--- src/sv/ptrl_pkg.sv ---
package ptrl_pkg;

  localparam int unsigned PEER_SLOTS_DEF = 16;
  localparam logic [31:0] DEF_LIMIT_RST = 32'd100;
  localparam logic [31:0] WINDOW_RST = 32'd1000;
  localparam int unsigned FQ_DEPTH = 2;

  typedef enum logic [2:0] {
    CMD_ADD     = 3'd0,
    CMD_REMOVE  = 3'd1,
    CMD_LOOKUP  = 3'd2,
    CMD_RATE    = 3'd3,
    CMD_SET_LIM = 3'd4,
    CMD_SET_VER = 3'd5,
    CMD_HOST    = 3'd6,
    CMD_CLEAR   = 3'd7
  } cmd_t;

  typedef enum logic [1:0] {
    ST_OK        = 2'd0,
    ST_NOT_FOUND = 2'd1,
    ST_FULL      = 2'd2,
    ST_LIMITED   = 2'd3
  } status_t;

  typedef enum logic {
    REG_DEF_LIMIT = 1'b0,
    REG_WINDOW    = 1'b1
  } reg_idx_t;

  typedef struct packed {
    logic [2:0]         cmd;
    logic signed [31:0] user_id;
    logic               host_flag_in;
    logic [31:0]        value_in;
    logic [31:0]        now_ms;
  } in_word_t;

  typedef struct packed {
    logic [1:0]         status;
    logic [3:0]         slot_out;
    logic signed [31:0] found_user;
    logic               found_is_host;
    logic [31:0]        found_version;
    logic [31:0]        found_limit;
    logic [4:0]         peer_count;
  } out_word_t;

endpackage

--- src/sv/ptrl_front.sv ---
module ptrl_front (
  input  logic               clk,
  input  logic               rst_n,
  input  logic               in_push,
  output logic               in_full,
  input  ptrl_pkg::in_word_t in_word,
  output logic               q_valid,
  input  logic               q_take,
  output ptrl_pkg::in_word_t q_word
);
  import ptrl_pkg::*;

  localparam int unsigned PW = $clog2(FQ_DEPTH);

  in_word_t       mem_r [FQ_DEPTH];
  logic [PW-1:0]  wp_r, rp_r;
  logic [PW:0]    cnt_r;

  assign in_full = (cnt_r == (PW+1)'(FQ_DEPTH));
  assign q_valid = (cnt_r != '0);
  assign q_word  = mem_r[rp_r];

  wire do_push = in_push && !in_full;
  wire do_pop  = q_take && q_valid;

  always_ff @(posedge clk) begin
    if (do_push) begin
      mem_r[wp_r] <= in_word;
    end
  end

  always_ff @(posedge clk) begin
    if (!rst_n) begin
      wp_r  <= '0;
      rp_r  <= '0;
      cnt_r <= '0;
    end else begin
      if (do_push) wp_r <= (wp_r == PW'(FQ_DEPTH-1)) ? '0 : wp_r + 1'b1;
      if (do_pop)  rp_r <= (rp_r == PW'(FQ_DEPTH-1)) ? '0 : rp_r + 1'b1;
      cnt_r <= cnt_r + (PW+1)'(do_push) - (PW+1)'(do_pop);
    end
  end
endmodule

--- config.mk ---
export PLATFORM = sky130hd
export DESIGN_NAME = ptrl_front
export DESIGN_NICKNAME = d
export VERILOG_FILES = /design/src/sv/ptrl_pkg.sv /design/src/sv/ptrl_front.sv
export SDC_FILE = /design/constraint.sdc
export NUM_CORES = 1
export LEC_CHECK = 0
export BUFFER_PORTS_ARGS = -buffer_cell sky130_fd_sc_hd__buf_2
export CAP_MARGIN = 5
export CELL_PAD_IN_SITES_DETAIL_PLACEMENT = 1
export CELL_PAD_IN_SITES_GLOBAL_PLACEMENT = 1
export CORE_MARGIN = 5
export CORE_UTILIZATION = 45
export DETAILED_ROUTE_END_ITERATION = 12
export PLACE_DENSITY = 0.81
export SETUP_SLACK_MARGIN = 0.1
export SYNTH_ARGS = -nofsm -noshare
export SYNTH_HDL_FRONTEND = slang
export SYNTH_SLANG_ARGS = --single-unit
--- constraint.sdc ---
create_clock -name clk -period 7.85 [get_ports clk]
set_input_delay 1.1775 -clock clk [delete_from_list [all_inputs] [get_ports clk]]
set_output_delay 1.1775 -clock clk [all_outputs]
set_load 0.01 [all_outputs]
* Word-level counts from Yosys, hierarchy flattened *
Memory sizes are Yosys's and may differ from the RTL's. A register that Yosys moved wholly into a read port is not among the register bits.
Index checks and enable logic that the tools add are counted.

word-level totals
  register bits after elaboration = 4
  memories kept = 1
  RAM bits = 200
  input bits = 104
  output and inout port bits = 102

cells by class
  equality and inequality tests = 1
  reduce and logical (&&, ||, !) cells = 4
  add/subtract/negate cells = 4
  multiplexer cells = 6

memory list
  memory  words  bits a word  read ports  clocked after Yosys merged registers in  write ports  line              RTL
  mem_r   2      100          1           1                                        1            ptrl_front.sv:15  in_word_t mem_r [FQ_DEPTH];

operator list
  cell                                        count
  2-to-1 mux 1 bit                            6
  adder 1 bit, second input constant          2
  adder 2 x 1 -> 2 bit                        1
  equality test 2 bit, second input constant  1
  logical AND 1 bit                           2
  nonzero test 2 bit                          1
  subtractor 2 x 1 -> 2 bit                   1
  zero test 1 bit                             1

* Depth between registers and ports, before layout *
Gate-level depths: netlist of run 1.

  word-level depth = 5
  depth in mapped cells = 8
  gate-level depth less buffers = 8

* Least setup slack after synthesis of run 1 *
Ideal clock, no wire load.

  kind = input -> register
  from = input port in_push
  to = memory mem_r[0][0] (netlist bit) (enable)
  path buffers = 0
  arrival = 5434 ps
  setup time = 560 ps
  setup slack = 1856 ps
  stages on the path = 2
  path through = nand2_1 -> nor2_1

between the ends
  longest elaborated chain between the ends = 3

RTL lines
  what                                    line              RTL
  start: declaration                      ptrl_front.sv:4   input logic in_push,
  logical AND 1 bit                       ptrl_front.sv:23  wire do_push = in_push && !in_full;
  2-to-1 mux 1 bit                        ptrl_front.sv:27  if (do_push) begin
  2-to-1 mux 1 bit (not written as such)  ptrl_front.sv:28  mem_r[wp_r] <= in_word;
  end: declaration                        ptrl_front.sv:15

No other way between the ends.

==> results, run 1 <==
- The run finished with clean final reports.
- The total net switching power is 0.904 mW.
- Counting every sink on the clock net gives 205.
- After clock tree synthesis, the clock-pin slew on the worst setup and hold paths is 0.06 ns.
- The met2 routing resource usage after global routing is 0.285.
- The actual transition at the worst max-transition pin is 1.20 ns.
- The number of DRC markers after the initial detailed-route iteration is 190.
- The total of endpoints with negative setup slack in the final report is 0.
- The clock buffer count from CTS is 21.
- The type of the tightest min-delay check is flop to flop.
- The later pin in the worst-skew pair is clocked with a latency of 0.48 ns.
- Measured along the y axis, the die boundary spans 143 um.
- Entering global routing, the biggest net connects 81 pins.
- STA classifies the critical path endpoint as an output pin.
- After synthesis, the most frequently instantiated cells are sky130_fd_sc_hd__edfxtp_1 (200), sky130_fd_sc_hd__mux2_4 (100), sky130_fd_sc_hd__buf_12 (10).
- Counting every net in the synthesized netlist gives 444.
- Setup repair after global routing left no endpoint under its margin.
- Post-CTS repair changed the size of 0 cells.
- The boundary pin count is 206.
- For this configuration, the core starts out at a cell density of 0.460.
- After floorplanning, the core was sized to cover 17300 um^2.
- The buffers inserted during post-CTS setup optimization is 0.
- The floorplan step defined a die boundary enclosing 20400 um^2.
- Cell internal power was estimated by the tool at 2.48 mW.
- The post-layout instance count excluding filler cells is 797.
- In this run the core area contains 48 standard-cell rows.
- The startpoint identified for the worst hold timing path is rp_r.
- The kind of launch point of the worst setup path is a flop.
- The weighted congestion reported at the end of routability-driven placement is 0.719.
- The overall overflow remaining after global route is 0.
- The area share of the largest cell type after synthesis is 0.755.
- The synthesis-to-finish area growth is 22.7%.
- The via count of the routed design is 3882.
- The HPWL reported at the end of detailed placement is 11300 um.
- For the final database, setup skew stands at 0.0132 ns.
- The number of global-route vias before repair is 4439.
- The synthesized netlist occupies a cell area of 7960 um^2.
- The number of antenna violations at the first check in global routing is 2.
- The share of total power dissipated in sequential elements is 0.452.
- After synthesis the netlist holds a flip-flop and latch count of 205.
- In the routed layout, each cell is associated on average with a via count of 4.87.
- The post-route setup TNS is 0 ns.
- For met1 alone, demand over resource in global routing was 0.175.
- In this run the remaining antenna-violating nets after routing total 0.
- The source of the worst register-to-register timing path is cnt_r[0].
- Of the cells placed in the final design, the portion with a size suffix greater than 1 is 0.597.
- Of all cell types, the one taking the most synthesized area is sky130_fd_sc_hd__edfxtp_1.
- The leakage dissipation is 3.86 nW.
- The number of maximum-capacitance constraint violations is 0.
- The final-stage net count is 665.
- For this run, the total global-route usage over all layers was measured as 0.155.
- The DRC violation count after routing is 0.
- The first global-routing pass estimated 24400 um of wire.
- The part of the cycle the worst path needs is 0.528.
- In this run the number of H-tree levels came out at 1.
- The count of buffers added on input and output ports is 205.
- The number of buffers added to fix hold violations after cts is 0.
- The number of different library cells used by synthesis comes to 18.
- The post-route minimum period is 4.14 ns.
- The detail-routed net length per standard cell is 20.3 um.
- The worst register-to-register path ends at mem_r[1][71].
- The setup slack of the worst register-to-register path is 5.55 ns.
- The layer carrying the most global-route usage is met2.
- The clock network power share is 0.283.
- sky130_fd_sc_hd__edfxtp_1 is the most common cell in the netlist.
- The total placed cells including tap cells is 761.
- After synthesis, the cell types taking the most area are sky130_fd_sc_hd__edfxtp_1 (75%), sky130_fd_sc_hd__mux2_4 (19%), sky130_fd_sc_hd__buf_12 (2.5%).
- Fill cells in the final layout number 1576.
- The worst setup path is of the flop to output pin kind.
- Counting cells, the worst reg-to-reg path comes to 3.
- The total count of hold-check failures in the final report was 0.
- The share of async-settable or async-resettable flops after synthesis is 0.
- The first-pass iteration count of the detailed router is 4.
- The combinational cell fraction of total power is 0.265.
- The maximum buffer depth of the clock tree is 3.
- The met3 global-route usage is 0.0462.
- The number of enable flip-flop cells after synthesis is 200.
- TritonCTS built the clock tree.
- The depth of the worst hold-timing path is 2.
- The die width is 143 um.
- For the worst setup path, the data arrival time is 2.96 ns.
- Yosys printed 0 warnings.
- The synthesized area divided by synthesized cell count is 23.5 um^2.
- Across the VDD grid, the largest voltage drop is 0.000209 V.
- Power spread over the standard cell area amounts to 346 nW/um^2.
- Based on the critical path, the design can be clocked at up to 241 MHz.
- The worst max-slew margin expressed relative to the limit is 0.198.
- The root buffer cell chosen for the clock tree is sky130_fd_sc_hd__clkbuf_16.
- For the worst setup path, the data required time is 6.67 ns.
- The switching part of the total is 0.267.
- The synthesized netlist cell count is 338.
- The total detailed-routing wirelength is 16200 um.
- The number of slew-limit violations in the final report came to 0.
- Of the synthesized area, sequential elements account for 0.768.
- In this run the worst path has a maximum fanout of 61.
- The predominant post-synthesis flop cell is sky130_fd_sc_hd__edfxtp_1.
[metrics by stage]
stage / hold WS [ns] / area, um^2 / utilization / total power [mW] / worst slack [ns]
finish: 0.544 / 9760 / 0.565 / 3.38 / 3.71
global route: 0.588 / 9760 / 0.564 / 3.55 / 3.56
CTS: 0.550 / 9760 / 0.564 / 3.45 / 3.67
detailed placement: 0.536 / 9100 / 0.526 / 2.47 / 4.18
global placement: 0.494 / 9100 / 0.526 / 2.42 / 4.25
floorplan: 0.455 / 7960 / - / 2.21 / 1.86
[how the worst max path moves through the flow]
stage	start	end	cells after the start
floorplan	in_push	mem_r[0][0]	2
global placement	flop	q_word[40]	3
detailed placement	flop	q_word[40]	3
CTS	flop	q_word[78]	3
global route	flop	q_word[78]	3
finish	flop	q_word[78]	3
[per-layer routing]
| layer | up-vias | wire length, um | part of all wire |
|---|---|---|---|
| met4 | 2 | 353 | 0.022 |
| met2 | 147 | 8670 | 0.54 |
| met5 | - | 18 | 0.0011 |
| met3 | 35 | 1270 | 0.079 |
| met1 | 1913 | 5870 | 0.36 |
| li1 | 1785 | - | - |
[kinds of logic (layout without fill, tap and decap cells)]
group,Yosys count,after routing,share of synthesized area
adders and majority gates,2,2,0.00315
AOI/OAI and AO/OA,1,1,0.000944
other,0,1,0
buffers and inverters,14,247,0.0280
muxes,101,101,0.190
DFF,205,205,0.768
xor gates and xnor gates,2,2,0.00220
and+or+nand+nor,13,13,0.00818
[flip-flops by register name, summed over array words and instances, names as in the netlist, named ones only]
signal / flops
wp_r: 1
rp_r: 1
cnt_r: 2
mem_r: 200
[critical path: stages (launching register included)]
cell and delay (ns):
sky130_fd_sc_hd__dfxtp_4 1.10, sky130_fd_sc_hd__buf_4 0.77, sky130_fd_sc_hd__mux2_4 0.36, sky130_fd_sc_hd__buf_2 0.14
[power groups by stage]
| stage | Clock, mW | Sequential (mW) | Combinational, mW |
|---|---|---|---|
| 2_1_floorplan | 0 | 1.49 | 0.718 |
| 3_3_place_gp | 0 | 1.54 | 0.884 |
| 3_5_place_dp | 0 | 1.56 | 0.913 |
| 4_1_cts | 0.992 | 1.54 | 0.918 |
| 5_1_grt | 1.05 | 1.55 | 0.953 |
| 6_report | 0.957 | 1.53 | 0.896 |
[cell type report]
type / count / area [um^2] / area share
antenna: 1 / 2.50 / 0.000256
clock buffer: 23 / 533 / 0.0546
clock inverter: 12 / 131 / 0.0135
inverter: 3 / 11.3 / 0.00115
multi-input combinational: 119 / 1640 / 0.168
sequential: 205 / 6110 / 0.626
tap: 225 / 282 / 0.0288
timing repair buffer: 209 / 1060 / 0.108
[layout by cell type, fill, tap and decap left out, types with 2 or more instances in the layout]
cell type                   count
sky130_fd_sc_hd__nand2b_1       2
sky130_fd_sc_hd__clkbuf_16     21
sky130_fd_sc_hd__buf_2        205
sky130_fd_sc_hd__buf_4          4
sky130_fd_sc_hd__clkbuf_1       2
sky130_fd_sc_hd__clkinv_1       5
sky130_fd_sc_hd__ha_1           2
sky130_fd_sc_hd__mux2_4       100
sky130_fd_sc_hd__clkinv_2       3
sky130_fd_sc_hd__dfxtp_1        4
sky130_fd_sc_hd__inv_1          3
sky130_fd_sc_hd__nand2_1        2
sky130_fd_sc_hd__and2_1         2
sky130_fd_sc_hd__bufinv_16      3
sky130_fd_sc_hd__nor2_1         3
sky130_fd_sc_hd__edfxtp_1     200
(Power assumes the default switching activity.)
==> inputs of run 2 (changes only) <==
--- a/config.mk
+++ b/config.mk
@@ -5,14 +5,15 @@
 export SDC_FILE = /design/constraint.sdc
 export NUM_CORES = 1
 export LEC_CHECK = 0
+export ABC_AREA = 1
 export BUFFER_PORTS_ARGS = -buffer_cell sky130_fd_sc_hd__buf_2
 export CAP_MARGIN = 5
 export CELL_PAD_IN_SITES_DETAIL_PLACEMENT = 1
 export CELL_PAD_IN_SITES_GLOBAL_PLACEMENT = 1
 export CORE_MARGIN = 5
-export CORE_UTILIZATION = 45
+export CORE_UTILIZATION = 40
 export DETAILED_ROUTE_END_ITERATION = 12
-export PLACE_DENSITY = 0.81
+export PLACE_DENSITY = 0.76
 export SETUP_SLACK_MARGIN = 0.1
 export SYNTH_ARGS = -nofsm -noshare
 export SYNTH_HDL_FRONTEND = slang
==> constraint.sdc (replaced) <==
create_clock -name clk -period 3.6 [get_ports clk]
set_input_delay 0.54 -clock clk [delete_from_list [all_inputs] [get_ports clk]]
set_output_delay 0.54 -clock clk [all_outputs]
set_load 0.01 [all_outputs]
==> results, run 2 <==
- The flow ran to the end, and the final reports show no timing, DRC or antenna violations.
- In the layout the commonest cells are sky130_fd_sc_hd__buf_2 (205), sky130_fd_sc_hd__edfxtp_1 (200), sky130_fd_sc_hd__mux2_4 (100).
- The CTS tree is done.
- The critical path's largest stage delay is 0.53 ns.
- The source of the worst register-to-register timing path is cnt_r[0].
- After clock tree synthesis, the flow added hold-fix buffers numbering 0.
- The die covers 22800 um^2.
- The register with the most flip-flops in the layout has 200 of them.
- The clock edge transition at the registers on the reported setup and hold paths is 0.06 ns.
- The pin count of the biggest net entering global routing is 101.
- The predominant post-synthesis flop cell is sky130_fd_sc_hd__edfxtp_1.
- Measured against its own limit, the worst slew margin works out to 0.450.
- The number of global-route vias before repair is 4484.
- Each instance of the synthesized netlist takes up on average 22.8 um^2.
- After detailed routing, the number of remaining DRC violations is 0.
- The largest driver fanout on the critical path is 100.
- Registers take 6110 um^2.
- Max-cap violations in this run came to 0.
- Of the synthesized area, sequential elements account for 0.766.
- The number of flip-flops and latches in the synthesized netlist is 205.
- The number of sinks driven by the clock tree is 205.
- In this run, the number of DRC markers left after iteration 0 of detailed routing was 123.
- The weighted congestion reported at the end of routability-driven placement is 0.694.
- The die is 151 um tall.
- In the final layout, the multi-input gates occupy 1620 um^2.
- For this configuration, the core starts out at a cell density of 0.408.
- The critical path goes through buf_12, mux2_4, buf_2.
- The distinct cell type count after synthesis is 11.
- In this run, CTS created clock tree buffers numbering 23.
- The first global-routing pass estimated 23900 um of wire.
- The post-cts resize count is 0.
- The via density per instance is 4.62.
- The die width is 151 um.
- For the worst-skew pair, the clock arrives at the later sink with an insertion delay of 0.49 ns.
- The count of standard-cell rows is 51.
- The synthesized netlist occupies a cell area of 7970 um^2.
- The required time reported for the critical path endpoint is 3.06 ns.
- The library cell with the highest instance count after synthesis is sky130_fd_sc_hd__edfxtp_1.
- The post-route minimum period is 2.58 ns.
- In this run the worst hold path is classified as primary input to flop.
- By count the netlist is led by sky130_fd_sc_hd__edfxtp_1 (200), sky130_fd_sc_hd__mux2_4 (100), sky130_fd_sc_hd__buf_12 (10).
- In this run the critical register-to-register path is captured at mem_r[1][34].
- In the global route stage, overall resource usage came out at 0.134.
- The launch point of the worst hold path is in_word[95].
- The share of synthesized area in the top cell type comes to 0.754.
- The first detailed-routing pass took 4 iterations.
- The Yosys step of the flow raised 0 warnings.
- Fill cells in the final layout number 1892.
- The number of slew-limit violations in the final report is 0.
- When the netlist entered floorplanning its net count stood at 455.
- The power per cell area is 732 nW/um^2.
- By area the synthesized netlist is led by sky130_fd_sc_hd__edfxtp_1 (75%), sky130_fd_sc_hd__mux2_4 (19%), sky130_fd_sc_hd__buf_12 (2.5%).
- On the critical path the largest part of the delay comes from buffers and inverters.
- Of the available clock period, the critical path in the final layout requires 0.716.
- The detail route stage leaves a number of antenna-violating nets equal to 0.
- Of all cell types, the one taking the most synthesized area is sky130_fd_sc_hd__edfxtp_1.
- The number of cells on the worst reg-to-reg path is 5.
- Synthesis produced 349 cells.
- In the final layout, the registers with the most flip-flops are mem_r: 200 flops, cnt_r: 2 flops.
- During I/O placement, the number of pins put on the boundary was 206.
- The kind of end point of the critical path is an output pin.
- Detailed routing inserted a total of 3937 vias.
- The HPWL after detailed placement is 10900 um.
- By startpoint and endpoint, the worst setup path is classified as flop to output pin.
- From synthesis to final layout, the design area changed by 25.1%.
- The number of enable flip-flop cells after synthesis is 200.
- The number of antenna violations at the first check in global routing came to 2.
- The arrival time at the worst endpoint is 2.04 ns.
- The share of async-settable or async-resettable flops after synthesis is 0.
- The overall overflow remaining after global route is 0.
- For this run, the post-layout net count is 679.
- Setup repair after global routing left no endpoint under its margin.
- The kind of launch point of the worst setup path is a flop.
- The total count of hold-check failures in the final report is 0.
- The area of the core is 19500 um^2.
- Setup violations remaining at the end of the flow were counted as 0.
- Buffers added to address setup during post-CTS repair amount to 0.
- The setup slack of the worst register-to-register path is 1.54 ns.
- The number of buffers added on ports is 205.
- The maximum vdd drop is 0.000575 V.
- The library cell contributing the largest single delay on the critical path is sky130_fd_sc_hd__buf_12.
- The library cell used most frequently in the layout, excluding fill and tap cells, is sky130_fd_sc_hd__buf_2.
- The post-route core utilization is 0.510.
- 0 antenna diodes ended up in the layout.
- For the final routed database, the setup TNS stands at 0 ns.
- The number of buffers and inverters on the critical path is 2.
- In the final layout, the share of cells above drive strength 1 is 0.592.
- The register containing the most flip-flops in the final layout is mem_r.
- The total number of H-tree levels is 1.
- Counting instances, the worst hold path has a depth of 1.
- The maximum clock rate is 388 MHz.
- In the final routed layout, each cell accounts on average for 18.7 um.
- The tree is rooted in a sky130_fd_sc_hd__clkbuf_16.
- At the pin with the least slew margin, the transition time is 0.825 ns.
- The maximum buffer depth of the clock tree is 3.
- For the final database, setup skew stands at 0.0131 ns.
- The terminating pin of the worst hold path is mem_r[0][95].
- For this design the static power due to leakage is 3.96 nW.
- The final layout contains routed wiring with a total length of 15900 um.
-- run 2: changes by cell type after synthesis, moves of 2 or more --
cell | previous run | this run
sky130_fd_sc_hd__nand2_1 | 2 | 9
sky130_fd_sc_hd__a21oi_1 | 0 | 2
sky130_fd_sc_hd__nand3_1 | 0 | 3
sky130_fd_sc_hd__and2_1 | 2 | 0
sky130_fd_sc_hd__nor2_1 | 4 | 8
sky130_fd_sc_hd__nand2b_1 | 2 | 0
sky130_fd_sc_hd__inv_1 | 3 | 9
-- run 2: cell families (layout without fill, tap and decap cells) --
logic type	count (synthesis)	after routing	share of synthesized area
adders and majority gates	2	2	0.00314
DFF	205	205	0.766
buffers and inverters	20	259	0.0308
AOI/OAI and AO/OA	2	2	0.00126
muxes	100	100	0.188
and+or+nand+nor	20	20	0.00989
-- run 2: how the worst max path moves through the flow --
stage                        from           end  slack [ns]  cells past startpoint
after global placement    in_push  mem_r[1][33]        1.54                      4
after floorplan           in_push   mem_r[1][0]        0.57                      2
final                        flop    q_word[84]        1.02                      3
after detailed placement  in_push  mem_r[1][31]        1.49                      4
after global routing         flop    q_word[84]        0.95                      3
after CTS                    flop    q_word[85]        1.02                      3
-- run 2: where the power goes --
| group | leakage, nW | total, mW | switching [mW] | internal (mW) |
|---|---|---|---|---|
| clock | 0.382 | 2.37 | 0.879 | 1.49 |
| combinational | 1.67 | 1.80 | 0.910 | 0.889 |
| sequential | 1.91 | 3.13 | 0.0943 | 3.03 |
-- run 2: metal layers --
metal  vias up  share of wire  global-route usage
met1      1957           0.38               0.158
met4         4          0.014              0.0277
met3        25          0.087              0.0443
met2       141           0.52               0.240
met5         -         0.0021                   0
li1       1810              -                   -
-- run 2: worst register-to-register path: stages, from the launching register on --
cell	delay [ns]
sky130_fd_sc_hd__dfxtp_1	0.36
sky130_fd_sc_hd__inv_1	0.08
sky130_fd_sc_hd__nand2_1	0.14
sky130_fd_sc_hd__nand3_1	0.16
sky130_fd_sc_hd__inv_4	0.55
sky130_fd_sc_hd__buf_12	0.38
-- run 2: layout make-up --
class	count	area share
clock buffers	26	0.0609
clock inverters	14	0.0172
inverters	9	0.00364
multi-input cells	124	0.163
flip-flops and latches	205	0.613
well taps	265	0.0333
repair buffers	210	0.109
-- run 2: metrics by stage --
| stage | area, um^2 | hold slack (ns) | instances | worst slack (ns) | total power [mW] |
|---|---|---|---|---|---|
| floorplan | 7970 | 0.467 | 349 | 0.567 | 4.48 |
| global placement | 9190 | 0.487 | 813 | 1.54 | 4.94 |
| detailed placement | 9190 | 0.498 | 813 | 1.49 | 5.02 |
| CTS | 9970 | 0.207 | 853 | 1.02 | 7.43 |
| global route | 9970 | 0.197 | 853 | 0.949 | 7.64 |
| finish | 9970 | 0.233 | 853 | 1.02 | 7.29 |
